<file path="src/design/tle_pkg.sv">
// Shared types and constants of the terminal line editor.
`default_nettype none
package tle_pkg;

  // Received byte codes
  localparam logic [7:0] CH_NUL   = 8'h00;
  localparam logic [7:0] CH_BS    = 8'h08;
  localparam logic [7:0] CH_TAB   = 8'h09;
  localparam logic [7:0] CH_LF    = 8'h0A;
  localparam logic [7:0] CH_CR    = 8'h0D;
  localparam logic [7:0] CH_ESC   = 8'h1B;
  localparam logic [7:0] CH_LBRK  = 8'h5B;
  localparam logic [7:0] CH_UP    = 8'h41;
  localparam logic [7:0] CH_DOWN  = 8'h42;
  localparam logic [7:0] CH_RIGHT = 8'h43;
  localparam logic [7:0] CH_LEFT  = 8'h44;
  localparam logic [7:0] CH_DEL   = 8'h7F;
  localparam logic [7:0] CH_FF    = 8'hFF;

  // Result kinds
  localparam logic [2:0] KIND_IGNORED   = 3'd0;
  localparam logic [2:0] KIND_INSERTED  = 3'd1;
  localparam logic [2:0] KIND_ERASED    = 3'd2;
  localparam logic [2:0] KIND_LEFT      = 3'd3;
  localparam logic [2:0] KIND_RIGHT     = 3'd4;
  localparam logic [2:0] KIND_RECALLED  = 3'd5;
  localparam logic [2:0] KIND_COMMITTED = 3'd6;

  // Configuration register indexes
  localparam logic REG_ECHO_ENABLE = 1'b0;

  typedef enum logic [1:0] {
    ESC_NORMAL = 2'd0,
    ESC_SPEC   = 2'd1,
    ESC_FUNC   = 2'd2
  } esc_t;

  typedef enum logic [2:0] {
    ACT_IGNORE,
    ACT_INSERT,
    ACT_ERASE,
    ACT_LEFT,
    ACT_RIGHT,
    ACT_RECALL,
    ACT_COMMIT
  } act_t;

  typedef enum logic [3:0] {
    ST_IDLE,
    ST_DECODE,
    ST_SH_RD,
    ST_SH_WR,
    ST_RD1,
    ST_EMIT,
    ST_RCL_RD,
    ST_RCL_EMIT,
    ST_CMP_RD,
    ST_CMP_CHK,
    ST_DECIDE,
    ST_CMT_RD,
    ST_CMT_EMIT
  } state_t;

  typedef struct packed {
    logic take;
    logic decode;
    logic sh_read;
    logic sh_write;
    logic rd_single;
    logic emit_single;
    logic rcl_read;
    logic rcl_emit;
    logic cmp_read;
    logic cmp_check;
    logic decide;
    logic cmt_read;
    logic cmt_emit;
  } dp_cmd_t;

  typedef struct packed {
    act_t act;
    logic need_cmp;
    logic rcl_empty;
    logic cmt_empty;
    logic shift_more;
    logic k_last;
    logic cmp_done;
    logic out_free;
  } dp_status_t;

endpackage
`default_nettype wire

</file>
<file path="src/design/tle_if.sv">
// Input and result channel interfaces of the terminal line editor.
`default_nettype none
interface tle_in_if;
  logic       valid;
  logic       ready;
  logic [7:0] rx_byte;
  modport source(output valid, output rx_byte, input ready);
  modport sink(input valid, input rx_byte, output ready);
endinterface

interface tle_out_if;
  logic       valid;
  logic       ready;
  logic [2:0] event_kind;
  logic [7:0] byte_value;
  logic [4:0] byte_index;
  logic [4:0] line_length;
  logic [4:0] cursor_pos;
  logic       show;
  logic       last;
  modport source(output valid, output event_kind, output byte_value, output byte_index,
                 output line_length, output cursor_pos, output show, output last,
                 input ready);
  modport sink(input valid, input event_kind, input byte_value, input byte_index,
               input line_length, input cursor_pos, input show, input last,
               output ready);
endinterface
`default_nettype wire

</file>
<file path="src/design/tle_ctrl.sv">
// Controller state machine of the terminal line editor.
`default_nettype none
module tle_ctrl (
  input  logic                clk,
  input  logic                rst_n,
  input  logic                in_valid,
  output logic                in_ready,
  input  tle_pkg::dp_status_t status,
  output tle_pkg::dp_cmd_t    cmd
);

  tle_pkg::state_t state_r, state_nxt;

  always_ff @(posedge clk) begin
    if (!rst_n) begin
      state_r <= tle_pkg::ST_IDLE;
    end else begin
      state_r <= state_nxt;
    end
  end

  always_comb begin
    state_nxt = state_r;
    cmd       = '0;
    in_ready  = 1'b0;
    case (state_r)
      tle_pkg::ST_IDLE: begin
        in_ready = 1'b1;
        if (in_valid) begin
          cmd.take  = 1'b1;
          state_nxt = tle_pkg::ST_DECODE;
        end
      end
      tle_pkg::ST_DECODE: begin
        cmd.decode = 1'b1;
        case (status.act)
          tle_pkg::ACT_INSERT, tle_pkg::ACT_ERASE: state_nxt = tle_pkg::ST_SH_RD;
          tle_pkg::ACT_LEFT, tle_pkg::ACT_RIGHT:   state_nxt = tle_pkg::ST_RD1;
          tle_pkg::ACT_RECALL:
            state_nxt = status.rcl_empty ? tle_pkg::ST_EMIT : tle_pkg::ST_RCL_RD;
          tle_pkg::ACT_COMMIT: begin
            if (status.cmt_empty) begin
              state_nxt = tle_pkg::ST_EMIT;
            end else if (status.need_cmp) begin
              state_nxt = tle_pkg::ST_CMP_RD;
            end else begin
              state_nxt = tle_pkg::ST_DECIDE;
            end
          end
          default: state_nxt = tle_pkg::ST_EMIT;
        endcase
      end
      tle_pkg::ST_SH_RD: begin
        if (status.shift_more) begin
          cmd.sh_read = 1'b1;
          state_nxt   = tle_pkg::ST_SH_WR;
        end else begin
          state_nxt = tle_pkg::ST_EMIT;
        end
      end
      tle_pkg::ST_SH_WR: begin
        cmd.sh_write = 1'b1;
        state_nxt    = tle_pkg::ST_SH_RD;
      end
      tle_pkg::ST_RD1: begin
        cmd.rd_single = 1'b1;
        state_nxt     = tle_pkg::ST_EMIT;
      end
      tle_pkg::ST_EMIT: begin
        if (status.out_free) begin
          cmd.emit_single = 1'b1;
          state_nxt       = tle_pkg::ST_IDLE;
        end
      end
      tle_pkg::ST_RCL_RD: begin
        cmd.rcl_read = 1'b1;
        state_nxt    = tle_pkg::ST_RCL_EMIT;
      end
      tle_pkg::ST_RCL_EMIT: begin
        if (status.out_free) begin
          cmd.rcl_emit = 1'b1;
          state_nxt    = status.k_last ? tle_pkg::ST_IDLE : tle_pkg::ST_RCL_RD;
        end
      end
      tle_pkg::ST_CMP_RD: begin
        cmd.cmp_read = 1'b1;
        state_nxt    = tle_pkg::ST_CMP_CHK;
      end
      tle_pkg::ST_CMP_CHK: begin
        cmd.cmp_check = 1'b1;
        state_nxt     = status.cmp_done ? tle_pkg::ST_DECIDE : tle_pkg::ST_CMP_RD;
      end
      tle_pkg::ST_DECIDE: begin
        cmd.decide = 1'b1;
        state_nxt  = tle_pkg::ST_CMT_RD;
      end
      tle_pkg::ST_CMT_RD: begin
        cmd.cmt_read = 1'b1;
        state_nxt    = tle_pkg::ST_CMT_EMIT;
      end
      tle_pkg::ST_CMT_EMIT: begin
        if (status.out_free) begin
          cmd.cmt_emit = 1'b1;
          state_nxt    = status.k_last ? tle_pkg::ST_IDLE : tle_pkg::ST_CMT_RD;
        end
      end
      default: state_nxt = tle_pkg::ST_IDLE;
    endcase
  end

endmodule
`default_nettype wire

</file>
<file path="src/design/tle_datapath.sv">
// Datapath of the terminal line editor: edit line, history, decode and result register.
`default_nettype none
module tle_datapath #(
  parameter int LINE_SIZE     = 32,
  parameter int HISTORY_DEPTH = 4
) (
  input  logic                clk,
  input  logic                rst_n,
  input  logic [7:0]          in_byte,
  input  logic                echo_enable,
  input  tle_pkg::dp_cmd_t    cmd,
  output tle_pkg::dp_status_t status,
  input  logic                out_ready,
  output logic                out_valid,
  output logic [2:0]          out_kind,
  output logic [7:0]          out_byte,
  output logic [4:0]          out_index,
  output logic [4:0]          out_length,
  output logic [4:0]          out_cursor,
  output logic                out_show,
  output logic                out_last
);

  localparam int IW  = $clog2(LINE_SIZE);
  localparam int CW  = $clog2(HISTORY_DEPTH + 1);
  localparam int SW  = (HISTORY_DEPTH > 1) ? $clog2(HISTORY_DEPTH) : 1;
  localparam int HAW = $clog2(HISTORY_DEPTH * LINE_SIZE);

  logic [7:0] edit_mem [LINE_SIZE];
  logic [7:0] hist_mem [HISTORY_DEPTH * LINE_SIZE];

  logic [7:0]      byte_r;
  tle_pkg::esc_t   esc_r;
  tle_pkg::act_t   act_r;
  logic [IW-1:0]   len_r, cur_r, k_r, lim_r, idx_r;
  logic            dir_r, push_r, full_r;
  logic [CW-1:0]   hcount_r, hptr_r;
  logic [SW-1:0]   hbase_r, slot_r, tgt_r;
  logic [IW-1:0]   hlen_r [HISTORY_DEPTH];
  logic [7:0]      edit_rd_r, hist_rd_r;

  logic            out_valid_r, out_show_r, out_last_r;
  logic [2:0]      out_kind_r;
  logic [7:0]      out_byte_r;
  logic [IW-1:0]   out_index_r, out_len_r, out_cur_r;

  // Map a history position (oldest first) onto a physical slot of the ring.
  function automatic logic [SW-1:0] phys(input logic [SW-1:0] base, input logic [CW-1:0] pos);
    logic [CW:0] s;
    s = (CW+1)'(base) + (CW+1)'(pos);
    if (s >= (CW+1)'(HISTORY_DEPTH)) s = s - (CW+1)'(HISTORY_DEPTH);
    return SW'(s);
  endfunction

  // Decode of the held byte
  tle_pkg::act_t act;
  tle_pkg::esc_t esc_nxt;
  logic          normal;
  logic [CW-1:0] p_new, newest;
  logic [SW-1:0] rd_slot;
  logic [IW-1:0] rd_len;

  always_comb begin
    act     = tle_pkg::ACT_IGNORE;
    esc_nxt = tle_pkg::ESC_NORMAL;
    normal  = 1'b0;
    if (byte_r == tle_pkg::CH_ESC) begin
      esc_nxt = tle_pkg::ESC_SPEC;
    end else begin
      case (esc_r)
        tle_pkg::ESC_SPEC: begin
          if (byte_r == tle_pkg::CH_LBRK) esc_nxt = tle_pkg::ESC_FUNC;
          else normal = 1'b1;
        end
        tle_pkg::ESC_FUNC: begin
          case (byte_r)
            tle_pkg::CH_UP:    if (hptr_r != '0) act = tle_pkg::ACT_RECALL;
            tle_pkg::CH_DOWN:  if (hcount_r != '0) act = tle_pkg::ACT_RECALL;
            tle_pkg::CH_LEFT:  if (cur_r != '0) act = tle_pkg::ACT_LEFT;
            tle_pkg::CH_RIGHT: if (cur_r < len_r) act = tle_pkg::ACT_RIGHT;
            default:           normal = 1'b1;
          endcase
        end
        default: normal = 1'b1;
      endcase
    end
    if (normal) begin
      if (byte_r inside {tle_pkg::CH_NUL, tle_pkg::CH_FF, tle_pkg::CH_TAB}) begin
        act = tle_pkg::ACT_IGNORE;
      end else if (byte_r inside {tle_pkg::CH_DEL, tle_pkg::CH_BS}) begin
        act = (cur_r != '0) ? tle_pkg::ACT_ERASE : tle_pkg::ACT_IGNORE;
      end else if (byte_r inside {tle_pkg::CH_CR, tle_pkg::CH_LF}) begin
        act = tle_pkg::ACT_COMMIT;
      end else begin
        act = tle_pkg::ACT_INSERT;
      end
    end

    if (byte_r == tle_pkg::CH_UP) begin
      p_new = hptr_r - 1'b1;
    end else if ((CW+1)'(hptr_r) + 1'b1 < (CW+1)'(hcount_r)) begin
      p_new = hptr_r + 1'b1;
    end else begin
      p_new = hcount_r - 1'b1;
    end
    newest  = (hcount_r == '0) ? '0 : hcount_r - 1'b1;
    rd_slot = (act == tle_pkg::ACT_RECALL) ? phys(hbase_r, p_new) : phys(hbase_r, newest);
    rd_len  = hlen_r[rd_slot];
  end

  logic k_last, shift_more, bytes_equal;
  assign k_last      = (k_r == lim_r - 1'b1);
  assign shift_more  = dir_r ? (k_r > lim_r) : (k_r < lim_r);
  assign bytes_equal = (edit_rd_r == hist_rd_r);

  always_comb begin
    status            = '0;
    status.act        = act;
    status.need_cmp   = (hcount_r != '0) && (rd_len == len_r);
    status.rcl_empty  = (rd_len == '0);
    status.cmt_empty  = (len_r == '0);
    status.shift_more = shift_more;
    status.k_last     = k_last;
    status.cmp_done   = !bytes_equal || k_last;
    status.out_free   = !out_valid_r || out_ready;
  end

  // Memory port selection
  logic            edit_re, edit_we, hist_re, hist_we;
  logic [IW-1:0]   edit_raddr, edit_waddr;
  logic [7:0]      edit_wdata;
  logic [HAW-1:0]  hist_raddr, hist_waddr;

  always_comb begin
    edit_re    = cmd.sh_read | cmd.rd_single | cmd.cmp_read | cmd.cmt_read;
    edit_raddr = k_r;
    if (cmd.sh_read) edit_raddr = dir_r ? k_r - 1'b1 : k_r + 1'b1;
    edit_we    = cmd.sh_write | cmd.rcl_emit |
                 (cmd.emit_single && act_r == tle_pkg::ACT_INSERT);
    edit_waddr = cmd.emit_single ? idx_r : k_r;
    edit_wdata = cmd.emit_single ? byte_r : (cmd.rcl_emit ? hist_rd_r : edit_rd_r);
    hist_re    = cmd.rcl_read | cmd.cmp_read;
    hist_raddr = HAW'(slot_r) * HAW'(LINE_SIZE) + HAW'(k_r);
    hist_we    = cmd.cmt_emit & push_r;
    hist_waddr = HAW'(tgt_r) * HAW'(LINE_SIZE) + HAW'(k_r);
  end

  always_ff @(posedge clk) begin
    if (edit_we) edit_mem[edit_waddr] <= edit_wdata;
    if (edit_re) edit_rd_r <= edit_mem[edit_raddr];
    if (hist_we) hist_mem[hist_waddr] <= edit_rd_r;
    if (hist_re) hist_rd_r <= hist_mem[hist_raddr];
  end

  // Editor and history state
  always_ff @(posedge clk) begin
    if (!rst_n) begin
      esc_r    <= tle_pkg::ESC_NORMAL;
      act_r    <= tle_pkg::ACT_IGNORE;
      len_r    <= '0;
      cur_r    <= '0;
      hcount_r <= '0;
      hptr_r   <= '0;
      hbase_r  <= '0;
      push_r   <= 1'b0;
      full_r   <= 1'b0;
      dir_r    <= 1'b0;
      for (int i = 0; i < HISTORY_DEPTH; i++) hlen_r[i] <= '0;
    end else begin
      if (cmd.take) byte_r <= in_byte;
      if (cmd.decode) begin
        esc_r <= esc_nxt;
        act_r <= act;
        case (act)
          tle_pkg::ACT_INSERT: begin
            dir_r <= 1'b1;
            lim_r <= cur_r;
            idx_r <= cur_r;
            if (len_r == IW'(LINE_SIZE - 1)) begin
              // line full: discard it, no shift needed
              k_r   <= cur_r;
              len_r <= '0;
              cur_r <= '0;
            end else begin
              k_r   <= len_r;
              len_r <= len_r + 1'b1;
              cur_r <= cur_r + 1'b1;
            end
          end
          tle_pkg::ACT_ERASE: begin
            dir_r <= 1'b0;
            k_r   <= cur_r - 1'b1;
            lim_r <= len_r - 1'b1;
            idx_r <= cur_r - 1'b1;
            len_r <= len_r - 1'b1;
            cur_r <= cur_r - 1'b1;
          end
          tle_pkg::ACT_LEFT: begin
            k_r   <= cur_r - 1'b1;
            idx_r <= cur_r - 1'b1;
            cur_r <= cur_r - 1'b1;
          end
          tle_pkg::ACT_RIGHT: begin
            k_r   <= cur_r;
            idx_r <= cur_r;
            cur_r <= cur_r + 1'b1;
          end
          tle_pkg::ACT_RECALL: begin
            hptr_r <= p_new;
            slot_r <= rd_slot;
            len_r  <= rd_len;
            cur_r  <= rd_len;
            k_r    <= '0;
            lim_r  <= rd_len;
            idx_r  <= rd_len;
          end
          tle_pkg::ACT_COMMIT: begin
            hptr_r <= hcount_r;
            slot_r <= rd_slot;
            tgt_r  <= (hcount_r == CW'(HISTORY_DEPTH)) ? hbase_r : phys(hbase_r, hcount_r);
            full_r <= (hcount_r == CW'(HISTORY_DEPTH));
            push_r <= 1'b1;
            k_r    <= '0;
            lim_r  <= len_r;
            idx_r  <= '0;
            len_r  <= '0;
            cur_r  <= '0;
          end
          default: idx_r <= cur_r;
        endcase
      end
      if (cmd.sh_write) k_r <= dir_r ? k_r - 1'b1 : k_r + 1'b1;
      if (cmd.rcl_emit) k_r <= k_r + 1'b1;
      if (cmd.cmp_check && bytes_equal) begin
        if (k_last) push_r <= 1'b0;
        else k_r <= k_r + 1'b1;
      end
      if (cmd.decide) begin
        k_r <= '0;
        if (push_r) begin
          hlen_r[tgt_r] <= lim_r;
          if (full_r) begin
            hbase_r <= (hbase_r == SW'(HISTORY_DEPTH - 1)) ? '0 : hbase_r + 1'b1;
          end else begin
            hcount_r <= hcount_r + 1'b1;
            hptr_r   <= hcount_r + 1'b1;
          end
        end
      end
      if (cmd.cmt_emit) k_r <= k_r + 1'b1;
    end
  end

  // Result register
  always_ff @(posedge clk) begin
    if (!rst_n) begin
      out_valid_r <= 1'b0;
    end else if (cmd.emit_single | cmd.rcl_emit | cmd.cmt_emit) begin
      out_valid_r <= 1'b1;
    end else if (out_ready) begin
      out_valid_r <= 1'b0;
    end
  end

  always_ff @(posedge clk) begin
    // Hold length and cursor with the result while the next byte is decoded
    if (cmd.emit_single | cmd.rcl_emit | cmd.cmt_emit) begin
      out_len_r <= len_r;
      out_cur_r <= cur_r;
    end
    if (cmd.emit_single) begin
      out_index_r <= idx_r;
      out_last_r  <= 1'b1;
      case (act_r)
        tle_pkg::ACT_INSERT: begin
          out_kind_r <= tle_pkg::KIND_INSERTED;
          out_byte_r <= byte_r;
          out_show_r <= echo_enable;
        end
        tle_pkg::ACT_ERASE: begin
          out_kind_r <= tle_pkg::KIND_ERASED;
          out_byte_r <= '0;
          out_show_r <= 1'b1;
        end
        tle_pkg::ACT_LEFT: begin
          out_kind_r <= tle_pkg::KIND_LEFT;
          out_byte_r <= edit_rd_r;
          out_show_r <= 1'b1;
        end
        tle_pkg::ACT_RIGHT: begin
          out_kind_r <= tle_pkg::KIND_RIGHT;
          out_byte_r <= edit_rd_r;
          out_show_r <= 1'b1;
        end
        default: begin
          out_kind_r <= tle_pkg::KIND_IGNORED;
          out_byte_r <= '0;
          out_show_r <= 1'b0;
        end
      endcase
    end else if (cmd.rcl_emit) begin
      out_kind_r  <= tle_pkg::KIND_RECALLED;
      out_byte_r  <= hist_rd_r;
      out_index_r <= k_r;
      out_show_r  <= 1'b1;
      out_last_r  <= k_last;
    end else if (cmd.cmt_emit) begin
      out_kind_r  <= tle_pkg::KIND_COMMITTED;
      out_byte_r  <= edit_rd_r;
      out_index_r <= k_r;
      out_show_r  <= echo_enable;
      out_last_r  <= k_last;
    end
  end

  // Fit positions to the 5-bit result fields
  logic [IW+4:0] idx_ext, len_ext, cur_ext;
  assign idx_ext = {5'b0, out_index_r};
  assign len_ext = {5'b0, out_len_r};
  assign cur_ext = {5'b0, out_cur_r};

  assign out_valid  = out_valid_r;
  assign out_kind   = out_kind_r;
  assign out_byte   = out_byte_r;
  assign out_index  = idx_ext[4:0];
  assign out_length = len_ext[4:0];
  assign out_cursor = cur_ext[4:0];
  assign out_show   = out_show_r;
  assign out_last   = out_last_r;

endmodule
`default_nettype wire

</file>
<file path="src/design/terminal_line_editor_with_history.sv">
// Top level of the terminal line editor with command history.
// Takes one received byte per transaction and returns one or more result
// transactions, the final one flagged by last. Cursor moves, ignored bytes
// and escape prefixes are decoded and answered with a single result; an
// insert or backspace first moves each byte behind the cursor in the edit
// line with a read and a write; a recall reads and emits each byte of the
// recalled line and a line commit reads and emits each byte of the line,
// and a commit whose length matches the newest history entry first compares
// it byte by byte. These steps come from walking the single-port edit line
// and history memories one byte at a time with registered read data; result
// backpressure can stall them. A new byte is taken while the last result still waits to be taken.
// No clearing pass after reset. echo_enable lives at byte address 0.
`default_nettype none
module terminal_line_editor_with_history #(
  parameter int LINE_SIZE     = 32,
  parameter int HISTORY_DEPTH = 4
) (
  input  logic         clk,
  input  logic         rst_n,
  tle_in_if.sink       in_chan,
  tle_out_if.source    out_chan,
  input  logic         cfg_psel,
  input  logic         cfg_penable,
  input  logic         cfg_pwrite,
  input  logic [2:0]   cfg_paddr,
  input  logic [31:0]  cfg_pwdata,
  output logic [31:0]  cfg_prdata,
  output logic         cfg_pready
);

  tle_pkg::dp_cmd_t    cmd;
  tle_pkg::dp_status_t status;
  logic                echo_r;
  logic                reg_hit;

  assign cfg_pready = 1'b1;
  assign reg_hit    = (cfg_paddr[2] == tle_pkg::REG_ECHO_ENABLE);

  always_ff @(posedge clk) begin
    if (!rst_n) begin
      echo_r <= 1'b1;
    end else if (cfg_psel && cfg_penable && cfg_pwrite && reg_hit) begin
      echo_r <= cfg_pwdata[0];
    end
  end

  assign cfg_prdata = reg_hit ? {31'b0, echo_r} : 32'b0;

  tle_ctrl u_ctrl (
    .clk      (clk),
    .rst_n    (rst_n),
    .in_valid (in_chan.valid),
    .in_ready (in_chan.ready),
    .status   (status),
    .cmd      (cmd)
  );

  tle_datapath #(
    .LINE_SIZE     (LINE_SIZE),
    .HISTORY_DEPTH (HISTORY_DEPTH)
  ) u_datapath (
    .clk         (clk),
    .rst_n       (rst_n),
    .in_byte     (in_chan.rx_byte),
    .echo_enable (echo_r),
    .cmd         (cmd),
    .status      (status),
    .out_ready   (out_chan.ready),
    .out_valid   (out_chan.valid),
    .out_kind    (out_chan.event_kind),
    .out_byte    (out_chan.byte_value),
    .out_index   (out_chan.byte_index),
    .out_length  (out_chan.line_length),
    .out_cursor  (out_chan.cursor_pos),
    .out_show    (out_chan.show),
    .out_last    (out_chan.last)
  );

endmodule
`default_nettype wire
</file>
<file path="src/flat_wrapper.sv">
// flat-port wrapper written by rule: the top's interface ports become plain ports
module terminal_line_editor_with_history_flat 
#(
  parameter int LINE_SIZE     = 32,
  parameter int HISTORY_DEPTH = 4
)
  (clk, rst_n, cfg_psel, cfg_penable, cfg_pwrite, cfg_paddr, cfg_pwdata, cfg_prdata, cfg_pready, in_chan_valid, in_chan_rx_byte, in_chan_ready, out_chan_valid, out_chan_event_kind, out_chan_byte_value, out_chan_byte_index, out_chan_line_length, out_chan_cursor_pos, out_chan_show, out_chan_last, out_chan_ready);
  tle_in_if in_chan_i ();
  tle_out_if out_chan_i ();
  input  logic clk;
  input  logic rst_n;
  input  logic cfg_psel;
  input  logic cfg_penable;
  input  logic cfg_pwrite;
  input  logic [2:0] cfg_paddr;
  input  logic [31:0] cfg_pwdata;
  output logic [31:0] cfg_prdata;
  output logic cfg_pready;
  input wire logic [$bits(in_chan_i.valid)-1:0] in_chan_valid;
  input wire logic [$bits(in_chan_i.rx_byte)-1:0] in_chan_rx_byte;
  output wire logic [$bits(in_chan_i.ready)-1:0] in_chan_ready;
  output wire logic [$bits(out_chan_i.valid)-1:0] out_chan_valid;
  output wire logic [$bits(out_chan_i.event_kind)-1:0] out_chan_event_kind;
  output wire logic [$bits(out_chan_i.byte_value)-1:0] out_chan_byte_value;
  output wire logic [$bits(out_chan_i.byte_index)-1:0] out_chan_byte_index;
  output wire logic [$bits(out_chan_i.line_length)-1:0] out_chan_line_length;
  output wire logic [$bits(out_chan_i.cursor_pos)-1:0] out_chan_cursor_pos;
  output wire logic [$bits(out_chan_i.show)-1:0] out_chan_show;
  output wire logic [$bits(out_chan_i.last)-1:0] out_chan_last;
  input wire logic [$bits(out_chan_i.ready)-1:0] out_chan_ready;
  assign in_chan_i.valid = in_chan_valid;
  assign in_chan_i.rx_byte = in_chan_rx_byte;
  assign in_chan_ready = in_chan_i.ready;
  assign out_chan_valid = out_chan_i.valid;
  assign out_chan_event_kind = out_chan_i.event_kind;
  assign out_chan_byte_value = out_chan_i.byte_value;
  assign out_chan_byte_index = out_chan_i.byte_index;
  assign out_chan_line_length = out_chan_i.line_length;
  assign out_chan_cursor_pos = out_chan_i.cursor_pos;
  assign out_chan_show = out_chan_i.show;
  assign out_chan_last = out_chan_i.last;
  assign out_chan_i.ready = out_chan_ready;
  terminal_line_editor_with_history #(.LINE_SIZE(LINE_SIZE), .HISTORY_DEPTH(HISTORY_DEPTH)) u_core (.clk(clk), .rst_n(rst_n), .in_chan(in_chan_i), .out_chan(out_chan_i), .cfg_psel(cfg_psel), .cfg_penable(cfg_penable), .cfg_pwrite(cfg_pwrite), .cfg_paddr(cfg_paddr), .cfg_pwdata(cfg_pwdata), .cfg_prdata(cfg_prdata), .cfg_pready(cfg_pready));
endmodule
</file>
<file path="config.mk">
export PLATFORM = sky130hd
export DESIGN_NAME = terminal_line_editor_with_history_flat
export DESIGN_NICKNAME = d
export VERILOG_FILES = /design/src/design/tle_pkg.sv /design/src/design/tle_if.sv /design/src/design/tle_ctrl.sv /design/src/design/tle_datapath.sv /design/src/design/terminal_line_editor_with_history.sv /design/src/flat_wrapper.sv
export SDC_FILE = /design/constraint.sdc
export NUM_CORES = 2
export LEC_CHECK = 0
export ABC_AREA = 1
export BUFFER_PORTS_ARGS = -buffer_cell sky130_fd_sc_hd__clkbuf_2
export CORE_MARGIN = 3
export CORE_UTILIZATION = 35
export DETAILED_ROUTE_END_ITERATION = 8
export PLACE_DENSITY = 0.6
export SETUP_SLACK_MARGIN = 0.2
export SLEW_MARGIN = 10
export SYNTH_ARGS = -nofsm -noshare
export SYNTH_HDL_FRONTEND = slang
export SYNTH_HIERARCHICAL = 1
export SYNTH_SLANG_ARGS = --single-unit
</file>
<file path="constraint.sdc">
create_clock -name clk -period 6.6 [get_ports clk]
set_clock_uncertainty 0.1 [all_clocks]
set_input_delay 0.33 -clock clk [delete_from_list [all_inputs] [get_ports clk]]
set_output_delay 0.33 -clock clk [all_outputs]
set_load 0.01 [all_outputs]
</file>
# Word-level counts from Yosys, hierarchy flattened
# Memories as Yosys holds them, arrays and structs flattened. A register that Yosys moved wholly into a read port is not among the register bits.
# Cells that the tools add are included.
# Widths: inputs -> output; s select.
# totals
ff_bits	87
ram_bits	1300
in_bits	50
word_cells	282
n_memories	3
# memory_table
memory	words	word_bits	read_ports	rd_clocked_by_memory_dff	wr	line	rtl
u_core.u_datapath.hist_mem	128	8	1	1	1	tle_datapath.sv:30	logic [7:0] hist_mem [HISTORY_DEPTH * LINE_SIZE];
u_core.u_datapath.edit_mem	32	8	1	1	1	tle_datapath.sv:29	logic [7:0] edit_mem [LINE_SIZE];
u_core.u_datapath.hlen_r	4	5	1	0	4	tle_datapath.sv:39	logic [IW-1:0] hlen_r [HISTORY_DEPTH];
# op_classes
addsub	21
order_cmp	7
eq_ne	46
mux	121
bitwise	11
n_reduce_logical	47
# op_table
operator	n
$mux 5	17
$mux 3	21
$pmux 5 s4	3
$pmux 4 s13	1
$eq 8x7->1 const B	6
$mux 1	43
$mux 8	5
$eq 8x4->1 const B	4
$mux 2	15
$pmux 5 s5	1
$mux 4	6
$pmux 3 s4	2
$eq 4x4->1 const B	5
$sub 5x1->5 const B	4
$eq 4x3->1 const B	4
$pmux 4 s4	1
$pmux 8 s2	1
$add 5x1->5 const B	3
$eq 3x3->1 const B	5
$pmux 5 s3	1
$reduce_and 3->1	5
$add 7x5->7	2
$add 2x3->4	3
$eq 3x2->1 const B	4
43 further kinds	91

# Longest topological paths before layout
# depth
depth_word	16
depth_mapped	33
depth_no_buf	33

# Modules after synthesis
# Netlist, hierarchy kept.
# modules_own_cells
module	n_inst	cells_each	area_per_inst_um2
tle_datapath	1	3946	55983.7
tle_ctrl	1	104	540.5
terminal_line_editor_with_history	1	45	310.3

# Worst setup path before layout
# OpenSTA, ideal clock, no wires.
# synth_path
path_kind	reg-to-reg
start	register u_core.u_datapath.len_r[1]
end	register u_core.u_ctrl.state_r[1]
setup_ps	116
t_arrival_ps	3588
t_required_ps	6384
setup_slack_ps	2796
path_stages_with_launch	29
path_buffers	1
period_less_slack_ps	3804
cell_sequence	dfxtp_1 clkinv_1 ha_1 nand2_1 inv_1 nand2_1 nand2_1 nand2_1 nand2_1 nand2_1 nand2_1 o21ai_4 nand3_2 inv_1 o31ai_1 ha_1 clkbuf_1 mux2i_1 nand2_2 nand2_1 nand4_1 nor2_1 o21ai_0 nand2_1 nand2_1 nand2_1 nand3_1 nand2_1 a21oi_1
# synth_lines
element	line	rtl
from (decl)	tle_datapath.sv:35	logic [IW-1:0] len_r, cur_r, k_r, lim_r, idx_r;
from (signal assigned)	tle_datapath.sv:186	len_r <= len_r + 1'b1;
from (signal assigned)	tle_datapath.sv:195	len_r <= len_r - 1'b1;
from (signal assigned)	tle_datapath.sv:211	len_r <= rd_len;
to (signal assigned)	tle_ctrl.sv:16	state_r <= tle_pkg::ST_IDLE;
to (signal assigned)	tle_ctrl.sv:18	state_r <= state_nxt;
to (decl)	tle_ctrl.sv:12	tle_pkg::state_t state_r, state_nxt;

==> Flow_metrics.wiki <==
{| class="wikitable"
! Metric !! Value
|-
| Count of nets left with antenna violations after detail routing || 0
|-
| Number of buffers inserted during clock tree synthesis || 147
|-
| Maximum clock insertion buffer count || 3
|-
| CTS Root Buffer Type || clkbuf_16
|-
| Vias in the first global route || 33,270
|-
| Chip Width || 409.0 um
|-
| Avg Synthesized Cell Area || 13.88 um^2
|-
| Most used routing layer || met2
|-
| Cell area after technology mapping || 56,830 um^2
|-
| Slew margin rel. || 16.86%
|-
| Worst Max-Slew Pin Slew || 1242 ps
|-
| Crit path capture type || flip-flop
|-
| # setup viols final || 0
|-
| Post-Place Cell Area || 59,930 um^2
|-
| CORE AREA || 160,900 um^2
|-
| First-iteration detailed-routing DRC count || 3,574
|-
| Depth of the worst hold-timing path || 3
|-
| Detailed Routing Iterations Pass 1 || 6
|-
| Slack of the critical path || 1742 ps
|-
| Cell taking the most area after synthesis || edfxtp_1
|-
| Hold Crit Endpoint || u_core/u_datapath/out_valid
|-
| Initial antenna violation count || 2
|-
| Setup crit start kind || flip-flop
|-
| Power per standard cell area || 344.0 nW/um^2
|-
| Final Hold Vio Count || 0
|-
| DP Worst Slack || 1746 ps
|-
| Post-detailed-placement half-perimeter wirelength || 87,380 um
|-
| Clock net sink count || 1,403
|-
| Initial core utilization || 35.32%
|-
| Proportion of netlist area held by the largest area contributor || 72.38%
|-
| Dominant synthesized flop cell || edfxtp_1
|-
| Count of flip-flops with a built-in enable after synthesis || 1,370
|-
| Top-count cell post-synth || edfxtp_1
|-
| Worst-case reg-to-reg path depth || 17
|-
| Crit share post-route || 73.60%
|-
| Yosys warnings || 6
|-
| Worst Hold Launch || rst_n
|-
| Post-synthesis async set-or-reset flop share || 0%
|-
| Most numerous cell types in the synthesized netlist || 1,370 x edfxtp_1, 751 x nand2_1, 271 x nor2_1
|-
| Final core area utilization || 40.21%
|-
| Run status || finished, final reports clean
|-
| Critical register-to-register path endpoint || u_core/u_datapath/edit_rd_r[2]
|-
| Fraction of met2 tracks used by global routing || 27.09%
|-
| Detailed-route wire length per cell || 22.35 um
|-
| Maximum clock frequency || 205.9 MHz
|-
| Via density || 5.265
|-
| Setup CP Type || reg2reg
|-
| Share of synthesized area occupied by flip-flops and latches || 73.55%
|-
| RePlAce Congestion || 0.8647
|-
| Net count of the finished layout || 4,312
|-
| Global-route wire length before repair || 216,200 um
|-
| Met3 global-route usage || 3.500%
|-
| Critical path peak fanout || 36
|-
| Drt total wl || 145,400 um
|-
| Number of maximum-capacitance constraint violations || 0
|-
| IR Drop Worst-Case VDD || 0.2360 mV
|-
| Antenna diodes || 0
|-
| Overflow left after global routing || 0
|-
| Hold crit path type || in2reg
|-
| Global Route Usage Sum || 17.04%
|-
| Clock transition at the register clock pins on the worst setup and hold paths after CTS || 60 ps
|-
| Setup repair after global routing missed its margin || no
|-
| Final Cell Area || 64,720 um^2
|-
| Leakage || 21.49 nW
|-
| Clock period minus worst slack || 4858 ps
|-
| Area added between synthesis and finish || 13.87%
|-
| Die outline area || 167,300 um^2
|-
| Gate count after technology mapping || 4,095
|-
| CTS tree || yes
|-
| Worst reg2reg path startpoint || u_core/u_datapath/k_r[0]
|-
| Synth cell types || 56
|-
| I/O Pins || 113
|-
| Post-Route Setup TNS || 0 ps
|-
| Number of gates resized after CTS || 0
|-
| Maximum number of pins on one net before global-route repair || 108
|-
| Post-detailed-route DRC marker count || 0
|-
| Total via count after detailed routing || 34,260
|-
| Die boundary height || 409.0 um
|-
| Max-slew violation count || 0
|-
| Setup slack of the worst register-to-register path || 1740 ps
|-
| Layout cells sized above 1 || 14.38%
|-
| Number of synthesized register bits || 1,403
|-
| Row Count || 147
|-
| Worst Path Required || 7010 ps
|-
| Clock H-tree levels || 4
|-
| Top area cells in the synthesized netlist || edfxtp_1 72%, nand2_1 5.0%, mux2_2 3.8%, a22oi_1 1.8%, nor2_1 1.8%
|-
| Quantity of I/O buffers inserted on ports || 47
|-
| M1 GR Usage || 23.57%
|-
| Worst skew pair latency || 760 ps
|-
| Worst Path Arrival || 5270 ps
|}
-- kinds of logic after synthesis --
logic type | share of synthesized area (%)
buf+inv | 3.351
compound gates | 7.969
simple gates | 10.12
fa+ha+maj | 0.7045
xor+xnor | 0.4161
mux | 3.875
other cells | 0.01321
flops | 73.55
-- worst max-delay path by stage --
stage	endpoint	start	cells past startpoint	slack, ps
CTS	u_core/u_datapath/edit_rd_r[1]	u_core/u_datapath/k_r[0]	17	1750
detailed placement	u_core/u_datapath/edit_rd_r[1]	u_core/u_datapath/k_r[0]	17	1750
global route	u_core/u_ctrl/state_r[1]	u_core/u_datapath/len_r[3]	25	1240
floorplan	u_core/u_ctrl/state_r[1]	u_core/u_datapath/len_r[1]	28	2800
global placement	u_core/u_datapath/edit_rd_r[1]	u_core/u_datapath/k_r[0]	17	1770
finish	u_core/u_datapath/edit_rd_r[2]	u_core/u_datapath/k_r[0]	17	1740
-- sequential cells by signal, summed over array words and instances, names as in the netlist, 5 cells and up --
name and flops:
u_core/u_datapath/byte_r 8, u_core/u_datapath/cur_r 5, u_core/u_datapath/edit_mem 256, u_core/u_datapath/edit_rd_r 8
u_core/u_datapath/hist_mem 1024, u_core/u_datapath/hist_rd_r 8, u_core/u_datapath/hlen_r 20, u_core/u_datapath/idx_r 5
u_core/u_datapath/k_r 5, u_core/u_datapath/len_r 5, u_core/u_datapath/lim_r 5, u_core/u_datapath/out_byte 8
u_core/u_datapath/out_cursor 5, u_core/u_datapath/out_index 5, u_core/u_datapath/out_length 5
-- what timing repair did --
action,4_1_cts,5_1_grt
hold buffers,13,0
setup buffers,0,0
endpoints found under the hold margin,14,0
-- critical path, cell delays in order, from the launching register on --
cell and delay [ps]:
edfxtp_1 710, inv_1 310, ha_1 260, inv_1 50
nand2_1 50, o211ai_1 100, nand3_1 90, o21ai_0 180
nand3_1 160, inv_1 320, xor2_4 800, buf_12 320
mux2_2 370, mux2_2 270, nand2_1 60, o211ai_1 190
nand3_1 160, nand2_1 60
-- metal layers --
metal  wire length [um]  part of all wire, %
met5                  0                    0
met1              62160                   43
met3              11470                  7.9
met2              68100                   47
met4               3650                  2.5
-- power breakdown --
part / switching, mW / internal (mW)
logic: 2.74 / 1.28
clock network: 3.41 / 4.58
registers: 0.115 / 10.1
total: 6.26 / 16.0
-- cells in the final DEF, fill, tap and decap left out, drive strengths merged, types with 97 or more instances in the layout --
cell / n
buf: 107
o21ai: 116
inv: 249
nand2: 765
a221oi: 104
edfxtp: 1370
a22oi: 138
nand3: 119
nor2: 282
nand4: 143
a21oi: 97
mux2: 192
clkbuf: 231
-- metrics by stage --
step / cells / power, mW / hold WS, ps
global placement: 6227 / 14.40 / 351.5
finish: 6506 / 22.26 / 130.8
CTS: 6505 / 22.40 / 95.99
floorplan: 4125 / 12.96 / 314.6
global route: 6506 / 23.10 / 131.9
detailed placement: 6227 / 14.43 / 367.4
-- area by class of cell --
type,instances,area (um^2)
clock buffers,184,3924
multi-input cells,2260,13350
clock inverters,81,709.4
repair buffers,167,1276
fillers,14720,96220
well taps,2160,2703
inverters,251,957.2
flip-flops and latches,1403,41800
Note: power is estimated with default switching activity, not from simulation.
